$ cat config.mk
export PLATFORM = sky130hd
export DESIGN_NAME = radix_literal_parser
export DESIGN_NICKNAME = d
export VERILOG_FILES = /design/src/hdl/rlp_pkg.sv /design/src/hdl/radix_literal_parser.sv /design/src/hdl/rlp_lane.sv
export SDC_FILE = /design/constraint.sdc
export NUM_CORES = 1
export LEC_CHECK = 0
export ABC_AREA = 1
export BUFFER_PORTS_ARGS = -buffer_cell sky130_fd_sc_hd__buf_2
export CAP_MARGIN = 5
export CORE_MARGIN = 2
export CORE_UTILIZATION = 65
export CTS_CLUSTER_DIAMETER = 40
export CTS_CLUSTER_SIZE = 14
export DETAILED_ROUTE_END_ITERATION = 10
export HOLD_SLACK_MARGIN = 0.02
export MAX_ROUTING_LAYER = met4
export PLACE_DENSITY = 0.83
export SLEW_MARGIN = 5
export SYNTH_ARGS = -nofsm -noshare
export SYNTH_HDL_FRONTEND = slang
export SYNTH_HIERARCHICAL = 1
export SYNTH_SLANG_ARGS = --single-unit
$ cat constraint.sdc
create_clock -name clk -period 14.9 [get_ports clk]
set_clock_uncertainty 0.1 [all_clocks]
set_input_delay 0.745 -clock clk [delete_from_list [all_inputs] [get_ports clk]]
set_output_delay 0.745 -clock clk [all_outputs]
set_load 0.02 [all_outputs]
$ cat src/hdl/rlp_pkg.sv
// ----------------------------------------------------------------------------
// rlp_pkg: shared types and constants of the radix literal parser
// Beat payloads, parse phases, radix and error codes, ASCII constants and
// the digit decoder.
// ----------------------------------------------------------------------------
package rlp_pkg;

    typedef struct packed {
        logic [7:0] char_code;
        logic       last_char;
    } item_t;

    typedef struct packed {
        logic signed [31:0] value;
        logic [1:0]         error_code;
        logic [1:0]         radix_used;
    } result_t;

    typedef enum logic [2:0] {
        PH_START,
        PH_ZERO,
        PH_HEX_BEGIN,
        PH_HEX_BODY,
        PH_OCT_BODY,
        PH_FREE_BODY
    } phase_t;

    typedef enum logic [1:0] {
        RADIX_OCT = 2'd0,
        RADIX_DEC = 2'd1,
        RADIX_HEX = 2'd2
    } radix_t;

    typedef enum logic [1:0] {
        ERR_OK      = 2'd0,
        ERR_EMPTY   = 2'd1,
        ERR_INVALID = 2'd2,
        ERR_RANGE   = 2'd3
    } err_t;

    localparam int NUM_RADIX = 3;

    localparam logic [7:0] CH_ZERO    = 8'h30;  // '0'
    localparam logic [7:0] CH_NINE    = 8'h39;  // '9'
    localparam logic [7:0] CH_X_LOWER = 8'h78;  // 'x'
    localparam logic [7:0] CH_X_UPPER = 8'h58;  // 'X'
    localparam logic [7:0] CH_H       = 8'h48;  // 'H'
    localparam logic [7:0] CH_B       = 8'h42;  // 'B'
    localparam logic [7:0] CH_PLUS    = 8'h2b;  // '+'
    localparam logic [7:0] CH_MINUS   = 8'h2d;  // '-'
    localparam logic [7:0] CH_A_LOWER = 8'h61;  // 'a'
    localparam logic [7:0] CH_F_LOWER = 8'h66;  // 'f'
    localparam logic [7:0] CH_A_UPPER = 8'h41;  // 'A'
    localparam logic [7:0] CH_F_UPPER = 8'h46;  // 'F'

    // Value 16 marks a character that is no hex digit.
    localparam logic [4:0] DIGIT_NONE = 5'd16;

    function automatic logic [4:0] digit_of(input logic [7:0] c);
        logic [4:0] d;
        begin
            if (c >= CH_ZERO && c <= CH_NINE)
                d = 5'(c - CH_ZERO);
            else if (c >= CH_A_LOWER && c <= CH_F_LOWER)
                d = 5'(c - CH_A_LOWER) + 5'd10;
            else if (c >= CH_A_UPPER && c <= CH_F_UPPER)
                d = 5'(c - CH_A_UPPER) + 5'd10;
            else
                d = DIGIT_NONE;
            return d;
        end
    endfunction

    function automatic logic [4:0] base_of(input radix_t r);
        logic [4:0] b;
        begin
            case (r)
                RADIX_OCT: b = 5'd8;
                RADIX_HEX: b = 5'd16;
                default:   b = 5'd10;
            endcase
            return b;
        end
    endfunction

endpackage

$ cat src/hdl/radix_literal_parser.sv
// ----------------------------------------------------------------------------
// radix_literal_parser: integer literal parser, one character per beat
// A last character passes the input register, then its result the result
// register. Throughput: one character per cycle; a final one waits while
// the result register is full and not draining. Per character, one pass of
// decode, three accumulator lanes and a sign fix lies between two registers.
// Reset: async active-low; clears the parse state, input and result valids.
// ----------------------------------------------------------------------------
module radix_literal_parser #(
    parameter int VALUE_BITS = 32
) (
    input  logic             clk,
    input  logic             rst_n,
    input  logic             item_valid,
    output logic             item_ready,
    input  rlp_pkg::item_t   item,
    output logic             result_valid,
    input  logic             result_ready,
    output rlp_pkg::result_t result
);
    import rlp_pkg::*;

    // Input register: one character beat waiting for the parse stage.
    item_t  item_reg;
    logic   item_valid_reg;

    // Parse state, cleared after every result.
    phase_t                phase_reg, phase_next;
    logic                  neg_reg;
    logic [1:0]            dcount_reg;
    logic [VALUE_BITS-1:0] acc_reg [NUM_RADIX];
    logic [NUM_RADIX-1:0]  ovf_reg;
    logic [NUM_RADIX-1:0]  inv_reg;

    // Result register.
    result_t result_reg, result_next;
    logic    result_valid_reg;

    // Decode of the current character.
    logic [7:0]           c;
    logic                 last;
    logic                 take;       // character enters the digit part
    logic                 begin_dp;   // first character of the digit part
    logic [NUM_RADIX-1:0] mask;
    logic                 fin;
    radix_t               fin_radix;
    logic                 lone_zero;

    logic                  sign_take;
    logic                  digit_take;
    logic [4:0]            digit;
    logic                  neg_upd;
    logic [1:0]            dcount_upd;
    logic [VALUE_BITS-1:0] acc_upd [NUM_RADIX];
    logic [NUM_RADIX-1:0]  ovf_upd;
    logic [NUM_RADIX-1:0]  inv_upd;

    logic                  advance;

    assign c    = item_reg.char_code;
    assign last = item_reg.last_char;

    // ------------------------------------------------------------------
    // Next phase and digit-part control. The radix is chosen either by a
    // leading prefix or, in the free body, by the last character.
    // ------------------------------------------------------------------
    always_comb
    begin
        phase_next = phase_reg;
        take       = 1'b0;
        begin_dp   = 1'b0;
        mask       = '0;
        fin        = 1'b0;
        fin_radix  = RADIX_DEC;
        lone_zero  = 1'b0;
        case (phase_reg)
            PH_ZERO:
            begin
                if (c == CH_X_LOWER || c == CH_X_UPPER)
                begin
                    phase_next = PH_HEX_BEGIN;
                    fin        = last;
                    fin_radix  = RADIX_HEX;
                end
                else
                begin
                    // a leading zero not followed by x: octal
                    phase_next = PH_OCT_BODY;
                    take       = 1'b1;
                    begin_dp   = 1'b1;
                    mask[RADIX_OCT] = 1'b1;
                    fin        = last;
                    fin_radix  = RADIX_OCT;
                end
            end
            PH_HEX_BEGIN, PH_HEX_BODY:
            begin
                phase_next = PH_HEX_BODY;
                take       = 1'b1;
                begin_dp   = (phase_reg == PH_HEX_BEGIN);
                mask[RADIX_HEX] = 1'b1;
                fin        = last;
                fin_radix  = RADIX_HEX;
            end
            PH_OCT_BODY:
            begin
                take       = 1'b1;
                mask[RADIX_OCT] = 1'b1;
                fin        = last;
                fin_radix  = RADIX_OCT;
            end
            PH_FREE_BODY:
            begin
                fin = last;
                if (last && c == CH_H)
                    fin_radix = RADIX_HEX;
                else if (last && c == CH_B)
                    fin_radix = RADIX_OCT;
                else
                begin
                    take = 1'b1;
                    mask = '1;
                end
            end
            default:
            begin
                // start of a literal; state is already clear here
                if (c == CH_ZERO)
                begin
                    if (last)
                    begin
                        lone_zero = 1'b1;
                        fin       = 1'b1;
                        fin_radix = RADIX_OCT;
                    end
                    else
                        phase_next = PH_ZERO;
                end
                else
                begin
                    phase_next = PH_FREE_BODY;
                    fin        = last;
                    if (last && c == CH_H)
                        fin_radix = RADIX_HEX;
                    else if (last && c == CH_B)
                        fin_radix = RADIX_OCT;
                    else
                    begin
                        take     = 1'b1;
                        begin_dp = 1'b1;
                        mask     = '1;
                    end
                end
            end
        endcase
    end

    // A sign is only taken at the very start of the digit part.
    assign sign_take  = take && begin_dp && (c == CH_PLUS || c == CH_MINUS);
    assign digit_take = take && !sign_take;
    assign digit      = digit_of(c);
    assign neg_upd    = sign_take ? (c == CH_MINUS) : neg_reg;

    always_comb
    begin
        if (lone_zero)
            dcount_upd = 2'd1;
        else if (digit_take && dcount_reg != 2'd2)
            dcount_upd = dcount_reg + 2'd1;
        else
            dcount_upd = dcount_reg;
    end

    // Octal, decimal and hex lanes run side by side.
    for (genvar i = 0; i < NUM_RADIX; i++)
    begin : g_lane
        rlp_lane #(
            .VALUE_BITS (VALUE_BITS),
            .LANE       (radix_t'(i))
        ) u_lane (
            .en      (digit_take && mask[i]),
            .digit   (digit),
            .acc     (acc_reg[i]),
            .ovf     (ovf_reg[i]),
            .inv     (inv_reg[i]),
            .acc_upd (acc_upd[i]),
            .ovf_upd (ovf_upd[i]),
            .inv_upd (inv_upd[i])
        );
    end

    // ------------------------------------------------------------------
    // Result of a finishing character. Invalid beats empty, empty beats
    // out of range. The magnitude never passes 2^(VALUE_BITS-1), so a
    // positive value is out of range exactly when its top bit is set.
    // ------------------------------------------------------------------
    logic [VALUE_BITS-1:0]        mag;
    logic signed [VALUE_BITS-1:0] signed_val;

    assign mag        = acc_upd[fin_radix];
    assign signed_val = neg_upd ? -mag : mag;

    always_comb
    begin
        result_next            = '0;
        result_next.radix_used = fin_radix;
        if (inv_upd[fin_radix])
            result_next.error_code = ERR_INVALID;
        else if (dcount_upd == 2'd0)
            result_next.error_code = ERR_EMPTY;
        else if (ovf_upd[fin_radix] || (!neg_upd && mag[VALUE_BITS-1]))
            result_next.error_code = ERR_RANGE;
        else
        begin
            result_next.error_code = ERR_OK;
            result_next.value      = 32'(signed_val);
        end
    end

    // ------------------------------------------------------------------
    // Handshake. A non-final character never waits on the result side; a
    // final one advances when the result register is free or draining.
    // ------------------------------------------------------------------
    assign advance    = item_valid_reg && (!fin || !result_valid_reg || result_ready);
    assign item_ready = !item_valid_reg || advance;

    always_ff @(posedge clk or negedge rst_n)
    begin
        if (!rst_n)
            item_valid_reg <= 1'b0;
        else if (item_ready)
            item_valid_reg <= item_valid;
    end

    // payload holds while the beat waits
    always_ff @(posedge clk)
    begin
        if (item_ready && item_valid)
            item_reg <= item;
    end

    always_ff @(posedge clk or negedge rst_n)
    begin
        if (!rst_n)
        begin
            phase_reg  <= PH_START;
            neg_reg    <= 1'b0;
            dcount_reg <= 2'd0;
            ovf_reg    <= '0;
            inv_reg    <= '0;
            for (int i = 0; i < NUM_RADIX; i++)
                acc_reg[i] <= '0;
        end
        else if (advance)
        begin
            if (fin)
            begin
                // drop all parse state for the next literal
                phase_reg  <= PH_START;
                neg_reg    <= 1'b0;
                dcount_reg <= 2'd0;
                ovf_reg    <= '0;
                inv_reg    <= '0;
                for (int i = 0; i < NUM_RADIX; i++)
                    acc_reg[i] <= '0;
            end
            else
            begin
                phase_reg  <= phase_next;
                neg_reg    <= neg_upd;
                dcount_reg <= dcount_upd;
                ovf_reg    <= ovf_upd;
                inv_reg    <= inv_upd;
                for (int i = 0; i < NUM_RADIX; i++)
                    acc_reg[i] <= acc_upd[i];
            end
        end
    end

    always_ff @(posedge clk or negedge rst_n)
    begin
        if (!rst_n)
            result_valid_reg <= 1'b0;
        else if (advance && fin)
            result_valid_reg <= 1'b1;
        else if (result_ready)
            result_valid_reg <= 1'b0;
    end

    always_ff @(posedge clk)
    begin
        if (advance && fin)
            result_reg <= result_next;
    end

    assign result_valid = result_valid_reg;
    assign result       = result_reg;

    // ------------------------------------------------------------------
    // Assertions
    // ------------------------------------------------------------------
    localparam logic [VALUE_BITS-1:0] MAG_LIMIT = VALUE_BITS'(1) << (VALUE_BITS - 1);

    a_err_zero_value: assert property (@(posedge clk) disable iff (!rst_n)
        result_valid && result.error_code != ERR_OK |-> result.value == 0)
        else $error("error result carries a nonzero value");

    a_clear_after_fin: assert property (@(posedge clk) disable iff (!rst_n)
        advance && fin |=> phase_reg == PH_START && dcount_reg == 2'd0 && !neg_reg)
        else $error("parse state not cleared after a result");

    a_acc_bound: assert property (@(posedge clk) disable iff (!rst_n)
        acc_reg[RADIX_OCT] <= MAG_LIMIT && acc_reg[RADIX_DEC] <= MAG_LIMIT
        && acc_reg[RADIX_HEX] <= MAG_LIMIT)
        else $error("accumulator above range limit");

    a_stage_hold: assert property (@(posedge clk) disable iff (!rst_n)
        item_valid_reg && !advance |=> item_valid_reg && $stable(item_reg))
        else $error("stalled character beat lost");

endmodule

$ cat src/hdl/rlp_lane.sv
// ----------------------------------------------------------------------------
// rlp_lane: one radix accumulator lane
// Folds one digit into a magnitude, flagging a non-digit or a magnitude
// that passes the signed range limit.
// ----------------------------------------------------------------------------
module rlp_lane #(
    parameter int              VALUE_BITS = 32,
    parameter rlp_pkg::radix_t LANE       = rlp_pkg::RADIX_DEC
) (
    input  logic                  en,
    input  logic [4:0]            digit,
    input  logic [VALUE_BITS-1:0] acc,
    input  logic                  ovf,
    input  logic                  inv,
    output logic [VALUE_BITS-1:0] acc_upd,
    output logic                  ovf_upd,
    output logic                  inv_upd
);
    import rlp_pkg::*;

    localparam int WIDE_W = VALUE_BITS + 5;
    localparam logic [WIDE_W-1:0] LIMIT = WIDE_W'(1) << (VALUE_BITS - 1);
    localparam logic [4:0] BASE = base_of(LANE);

    logic [WIDE_W-1:0] acc_wide;
    logic [WIDE_W-1:0] scaled;
    logic [WIDE_W-1:0] prod;

    assign acc_wide = WIDE_W'(acc);

    always_comb
    begin
        case (LANE)
            RADIX_OCT: scaled = acc_wide << 3;
            RADIX_HEX: scaled = acc_wide << 4;
            default:   scaled = (acc_wide << 3) + (acc_wide << 1);
        endcase
    end

    assign prod = scaled + WIDE_W'(digit);

    always_comb
    begin
        acc_upd = acc;
        ovf_upd = ovf;
        inv_upd = inv;
        if (en)
        begin
            if (digit >= BASE)
                inv_upd = 1'b1;
            else if (!ovf)
            begin
                // hold the magnitude once it passes the limit
                if (prod > LIMIT)
                    ovf_upd = 1'b1;
                else
                    acc_upd = prod[VALUE_BITS-1:0];
            end
        end
    end

endmodule
==> results of run 1 <==
==> power breakdown <==
part | internal (mW) | total (mW) | switching, mW | leakage (nW)
Combinational | 0.364 | 1.39 | 1.02 | 5.61
Clock | 0.229 | 0.454 | 0.225 | 0.299
Sequential | 0.502 | 0.537 | 0.0352 | 1.95
Total | 1.09 | 2.38 | 1.28 | 7.86
==> through the flow <==
stage | utilization (%) | hold WS (ns) | cells | setup slack (ns) | power [mW]
6_report | 70.35 | 0.1706 | 2771 | 7.237 | 2.379
5_1_grt | 70.35 | 0.2010 | 2771 | 6.656 | 2.531
4_1_cts | 70.34 | 0.1876 | 2770 | 7.455 | 2.336
3_5_place_dp | 67.63 | 0.3697 | 2738 | 7.525 | 1.871
3_3_place_gp | 67.63 | 0.3474 | 2738 | 7.724 | 1.841
2_1_floorplan | - | 0.3362 | 2436 | 9.322 | 1.596
==> worst max-delay path, delay by kind of cell, from the launching register on <==
| family | cells | cell delay (ns) |
|---|---|---|
| flops | 1 | 0.47 |
| simple gates | 29 | 4.04 |
| compound gates | 3 | 1.10 |
| fa+ha+maj | 4 | 1.17 |
| buf+inv | 6 | 0.59 |
==> final cells by class <==
type                    count  area share, %
well taps                 313          2.444
clock buffers              17          2.655
inverters                 415          9.737
flip-flops and latches    155          25.61
clock inverters            15          1.195
diodes                      1        0.01562
multi-input cells        1797          56.39
repair buffers             58          1.952
==> placed cells by master, fill, tap and decap left out, types with 10 or more instances in the layout <==
cell	netlist	routed
a21oi_1	56	56
a22o_1	26	26
and2_1	11	11
buf_2	13	49
clkbuf_16	0	17
dfrtp_1	110	110
edfxtp_1	45	45
ha_1	72	72
inv_1	389	387
inv_2	22	24
nand2_1	835	835
nand2_2	24	24
nand3_1	145	145
nand3b_1	21	21
nand4_1	44	44
nor2_1	238	237
nor2_2	20	21
nor2_4	12	12
nor3_1	20	20
o21ai_0	100	100
o21ai_1	59	59
o21ai_2	31	31
xnor2_1	10	10
xor2_1	13	13
==> per-layer routing <==
metal,GRT usage (%),part of all wire (%),vias to the layer above
met3,6.591,9.2,153
met1,51.48,41,7276
met2,63.10,46,816
met4,16.12,4.2,0
met5,-,0,-
li1,-,-,7705
==> cell families (layout without fill, tap and decap cells) <==
logic type                 after synthesis  count (layout)  synth area share [%]
AOI/OAI and AO/OA                      303             303                 12.00
xor gates and xnor gates                23              23                 1.329
adders and majority gates               76              76                 6.470
other                                    0               1                     0
buffers and inverters                  484             505                 13.34
DFF                                    155             155                 27.07
and+or+nand+nor                       1395            1395                 39.79
==> path summary, 6_finish.rpt <==
kind,to,cells after the start,startpoint,slack [ns]
setup / recovery,result[20],42,c[0],7.24
hold / removal,acc_reg[56],1,rst_n,0.17
setup reg to reg,result[20],42,c[0],7.24
hold reg to reg,acc_reg[31],2,acc_reg[31],0.40
max in group asynchronous,acc_reg[9],2,rst_n,13.14
min in group clk,c[5],1,item[6],0.37
==> results_dict.tcl, run 1 <==
set metrics [dict create \
    fin_crit_sh_pct 51.43 \
    postSynthAreaPerCell_um2 6.224 \
    drive_gt1_share_pct 9.239 \
    place_area_um2 15400 \
    largest_reg_flops 96 \
    root_buffer "clkbuf_16" \
    fill_cells 2016 \
    dpl.hpwl_um 35300 \
    cp_common_cell "nand2_1" \
    crit_type "reg2reg" \
    die_y_um 156.7 \
    numCtsBuffers 17 \
    drtAntennaViolNets 0 \
    drt_iter0_markers 1817 \
    hp-class "in2async" \
    cts-resized-gates 0 \
    htreeDepth 4 \
    cp_data_required_time_ns 15.11 \
    vias 15950 \
    synth_area_leaders "nand2_1 21%, dfrtp_1 18%, inv_1 9.6%" \
    worstSetupStartpointType "flip-flop" \
    grt_overflow 0 \
    cts_sinks 155 \
    slew_violations 0 \
    cpPeakStageDelay_ns 0.71 \
    synth_top_area_share_pct 20.67 \
    floorplan.initialDensity_pct 66.56 \
    multi_input_area_um2 9036 \
    tightest_slew_ns 1.157 \
    fin_area_um2 16020 \
    crit_arrival_ns 7.87 \
    cpMaxStageDelayCell "a21oi_1" \
    dieArea_um2 24560 \
    clock_path_buffers 2 \
    max_freq_mhz 130.5 \
    wirelength_um 46630 \
    ys_ff_latch 155 \
    seqCellArea_um2 4104 \
    synth.most_common_cell "nand2_1" \
    setup_tns_ns 0 \
    yosysTopAreaCell "nand2_1" \
    p_leak_nw 7.859 \
    finalHoldViolCount 0 \
    p_per_area_nw_per_um2 148.5 \
    route.detailed.drc 0 \
    relSlewSlack_pct 22.88 \
    synthFlopType "dfrtp_1" \
    syn_area_um2 15160 \
    grt_max_degree 104 \
    clock_latency_ns 0.45 \
    setup_viol 0 \
    core-area_um2 22780 \
    ios 51 \
    nets 2533 \
    peakVddDrop_mv 0.1332 \
    rsz0062_at_grt "false" \
    first_pass_iters 8 \
    gr-usage-all-layers_pct 40.01 \
    cts_hold_buf 0 \
    cts_tree "done" \
    final.min_clock_period_ns 7.663 \
    place.port_buffers 50 \
    synthArstFlopShare_pct 70.97 \
    yosys_warnings 6 \
    grt_pass1_vias 14760 \
    path_clk_slew_ns 0.08 \
    fp-row-count 55 \
    synth-edff-count 45 \
    synthTopCellsByCount "835 x nand2_1, 389 x inv_1, 238 x nor2_1, 145 x nand3_1, 110 x dfrtp_1" \
    post_cts_buffers 0 \
    seq_area_frac_synth_pct 27.07 \
    via_per_inst 5.756 \
    cp_max_fo 54 \
    antenna_found_initial 1 \
    outcome "finished clean" \
    ys_types 48 \
    end_kind "flip-flop" \
    max-cap-violations 0 \
    grt_pass1_wl_um 75020 \
    die-width_um 156.7 \
    syn_nets 2525 \
    gp_congestion 1.049 \
    synthCells 2436 \
    synthToLayoutAreaGrowth_pct 5.694 \
    routedWlPerCell_um 16.83 \
]
Note: power is estimated with default switching activity, not from simulation.
==> run 2: changes to the inputs <==
ABC_AREA = 0   (was 1)
CORE_UTILIZATION = 64   (was 65)
PLACE_DENSITY = 0.82   (was 0.83)
clock period = 7.4 ns   (was 14.9 ns; I/O delays follow)
==> run 2 against run 1 <==
  * The flow now finishes with violations (setup timing)
  * First-iteration DRC count grew 3.2%
  * Flip-flop and latch count did not move
  * Largest cell class unchanged
  * Critical endpoint is now result[25]
  * Die area fell by 2.2%
  * Register-to-register slack got worse by 7.3 ns
==> results_dict.tcl, run 2 <==
set metrics [dict create \
    insertedDiodeCount 0 \
    htreeDepth 4 \
    relSlewSlack_pct 15.33 \
    synth.most_common_cell "nand2_1" \
    cts_sinks 155 \
    fin_ws_ns -0.02774 \
    final.min_clock_period_ns 7.428 \
    synth-edff-count 45 \
    crit_arrival_ns 7.53 \
    place_ws_ns -0.3137 \
    largest_reg_flops 96 \
    p_per_area_nw_per_um2 218.4 \
    layout_commonest_cell "nand2_1" \
    drive_gt1_share_pct 20.00 \
    synthFlopType "dfrtp_1" \
    gr-usage-all-layers_pct 40.24 \
    violations "setup timing" \
    ys_types 116 \
    clock_latency_ns 0.45 \
    setup_viol 1 \
    wirelength_um 47440 \
    max-cap-violations 0 \
    clock_path_buffers 2 \
    via_per_inst 6.710 \
    mostFrequentLayoutCells "335 x nand2_1, 125 x nor2_1, 123 x nand3_1, 119 x buf_4, 109 x dfrtp_1" \
    drtAntennaViolNets 0 \
    gp_congestion 1.021 \
    synth_area_leaders "dfrtp_1 19%, edfxtp_1 9.3%, nand2_1 8.6%" \
    seq_area_frac_synth_pct 28.12 \
    slew_violations 0 \
    syn_area_um2 14600 \
    first_pass_iters 7 \
    grt_pass1_vias 13850 \
    numCtsBuffers 17 \
    wl_met2_um 22170 \
    place_area_um2 15430 \
    peakVddDrop_mv 0.1660 \
    min_path_cells 2 \
    grt_pass1_wl_um 74310 \
    route.detailed.drc 0 \
    cpMaxStageDelayCell "or4_4" \
    wl_met1_um 18540 \
    ios 51 \
    synthTopCellsByCount "336 x nand2_1, 127 x nor2_1, 123 x nand3_1, 110 x dfrtp_1, 78 x a21oi_1" \
    r2r_cells 29 \
    fin_area_um2 16700 \
    antenna_found_initial 0 \
    worstSetupStartpointType "flip-flop" \
    cts_tree "done" \
    drt_iter0_markers 1876 \
    synthToLayoutAreaGrowth_pct 14.44 \
    cp_data_required_time_ns 7.50 \
    dpl.hpwl_um 34260 \
    max_freq_mhz 134.6 \
    fp-row-count 55 \
    finalHoldViolCount 0 \
    rsz0062_at_grt "true" \
    synthCells 1784 \
    cp_max_fo 8 \
    yosysTopAreaCell "dfrtp_1" \
    wl_met3_um 3567 \
    floorplan.initialDensity_pct 64.86 \
    synth_top_area_share_pct 18.86 \
    nets 1961 \
    cp_common_cell "buf_4" \
    die_y_um 155.0 \
    tightest_slew_ns 1.270 \
    grt_max_degree 103 \
    crit_type "reg2reg" \
    outcome "complete, but fails checks" \
    cpPeakStageDelay_ns 0.54 \
    dieArea_um2 24030 \
    yosys_warnings 6 \
    highest_layer "met4" \
    fin_crit_sh_pct 100.4 \
    syn_nets 1873 \
    place.port_buffers 50 \
    die-width_um 155.0 \
    vias 14560 \
    routedWlPerCell_um 21.86 \
    root_buffer "clkbuf_16" \
    hp-class "in2reg" \
    ys_ff_latch 155 \
    end_kind "flip-flop" \
    path_clk_slew_ns 0.08 \
    p_leak_nw 7.700 \
    synthArstFlopShare_pct 70.97 \
    postSynthAreaPerCell_um2 8.181 \
    grt_overflow 0 \
    core-area_um2 22500 \
]
[run 2: cells by family after synthesis]
| group | Yosys count | synth area share [%] |
|---|---|---|
| multiplexers | 107 | 9.001 |
| XOR/XNOR | 94 | 5.641 |
| adder cells (fa/ha/maj) | 76 | 6.721 |
| flip-flops | 155 | 28.12 |
| AO/OA/AOI/OAI | 337 | 16.43 |
| buffers and inverters | 161 | 5.195 |
| AND/OR/NAND/NOR | 854 | 28.90 |
[run 2: final timing paths]
| kind | startpoint | end | slack [ns] |
|---|---|---|---|
| max in group asynchronous | rst_n | acc_reg[44] | 5.48 |
| setup / recovery | c[1] | result[25] | -0.03 |
| min in group asynchronous | rst_n | acc_reg[94] | 0.37 |
| hold / removal | item_valid | item_valid_reg | 0.02 |
| setup reg to reg | c[1] | result[25] | -0.03 |
| hold reg to reg | inv_reg[0] | inv_reg[0] | 0.36 |
[run 2: metal layers]
metal,GRT usage (%),vias to the layer above
li1,-,6667
met1,49.07,6966
met2,63.45,728
met3,5.905,200
met4,24.43,0
met5,-,-
[run 2: worst max-delay path, delay by kind of cell (launching register included)]
kind	cells	cell delay, ns
adders and majority gates	2	0.55
AOI/OAI and AO/OA	9	2.18
and+or+nand+nor	10	2.55
DFF	1	0.42
buffers and inverters	7	1.06
muxes	1	0.31
[run 2: layout make-up]
| class | count | area, um2 |
|---|---|---|
| fill | 1720 | 5799 |
| timing repair buffer | 180 | 1261 |
| clock buffer | 18 | 429.2 |
| clock inverter | 14 | 151.4 |
| inverter | 50 | 187.7 |
| multi-input combinational | 1468 | 10210 |
| tap | 285 | 356.6 |
| sequential | 155 | 4108 |
[run 2: report_power, final]
part           internal [mW]  switching, mW
logic                  0.607           1.13
clock network          0.479          0.419
registers              0.952         0.0594
[run 2: timing repair]
action	4_1_cts	5_1_grt
pin swaps	31	38
gates cloned	0	0
hold buffers	10	0
setup buffers	7	14
endpoints found under the setup margin	23	31
endpoints found under the hold margin	51	0
resized for setup	42	39
[run 2: metrics by stage]
step	TNS [ns]	power, mW	std cells	util (%)	hold slack, ns
floorplan	0	2.091	1784	-	-0.02559
global placement	-0.1101	2.485	2108	68.59	0.2959
detailed placement	-3.488	2.514	2108	68.59	0.3031
CTS	0	3.511	2157	72.87	0.02080
global route	-3.308	3.792	2170	74.23	0.04303
finish	-0.02774	3.648	2170	74.23	0.02384
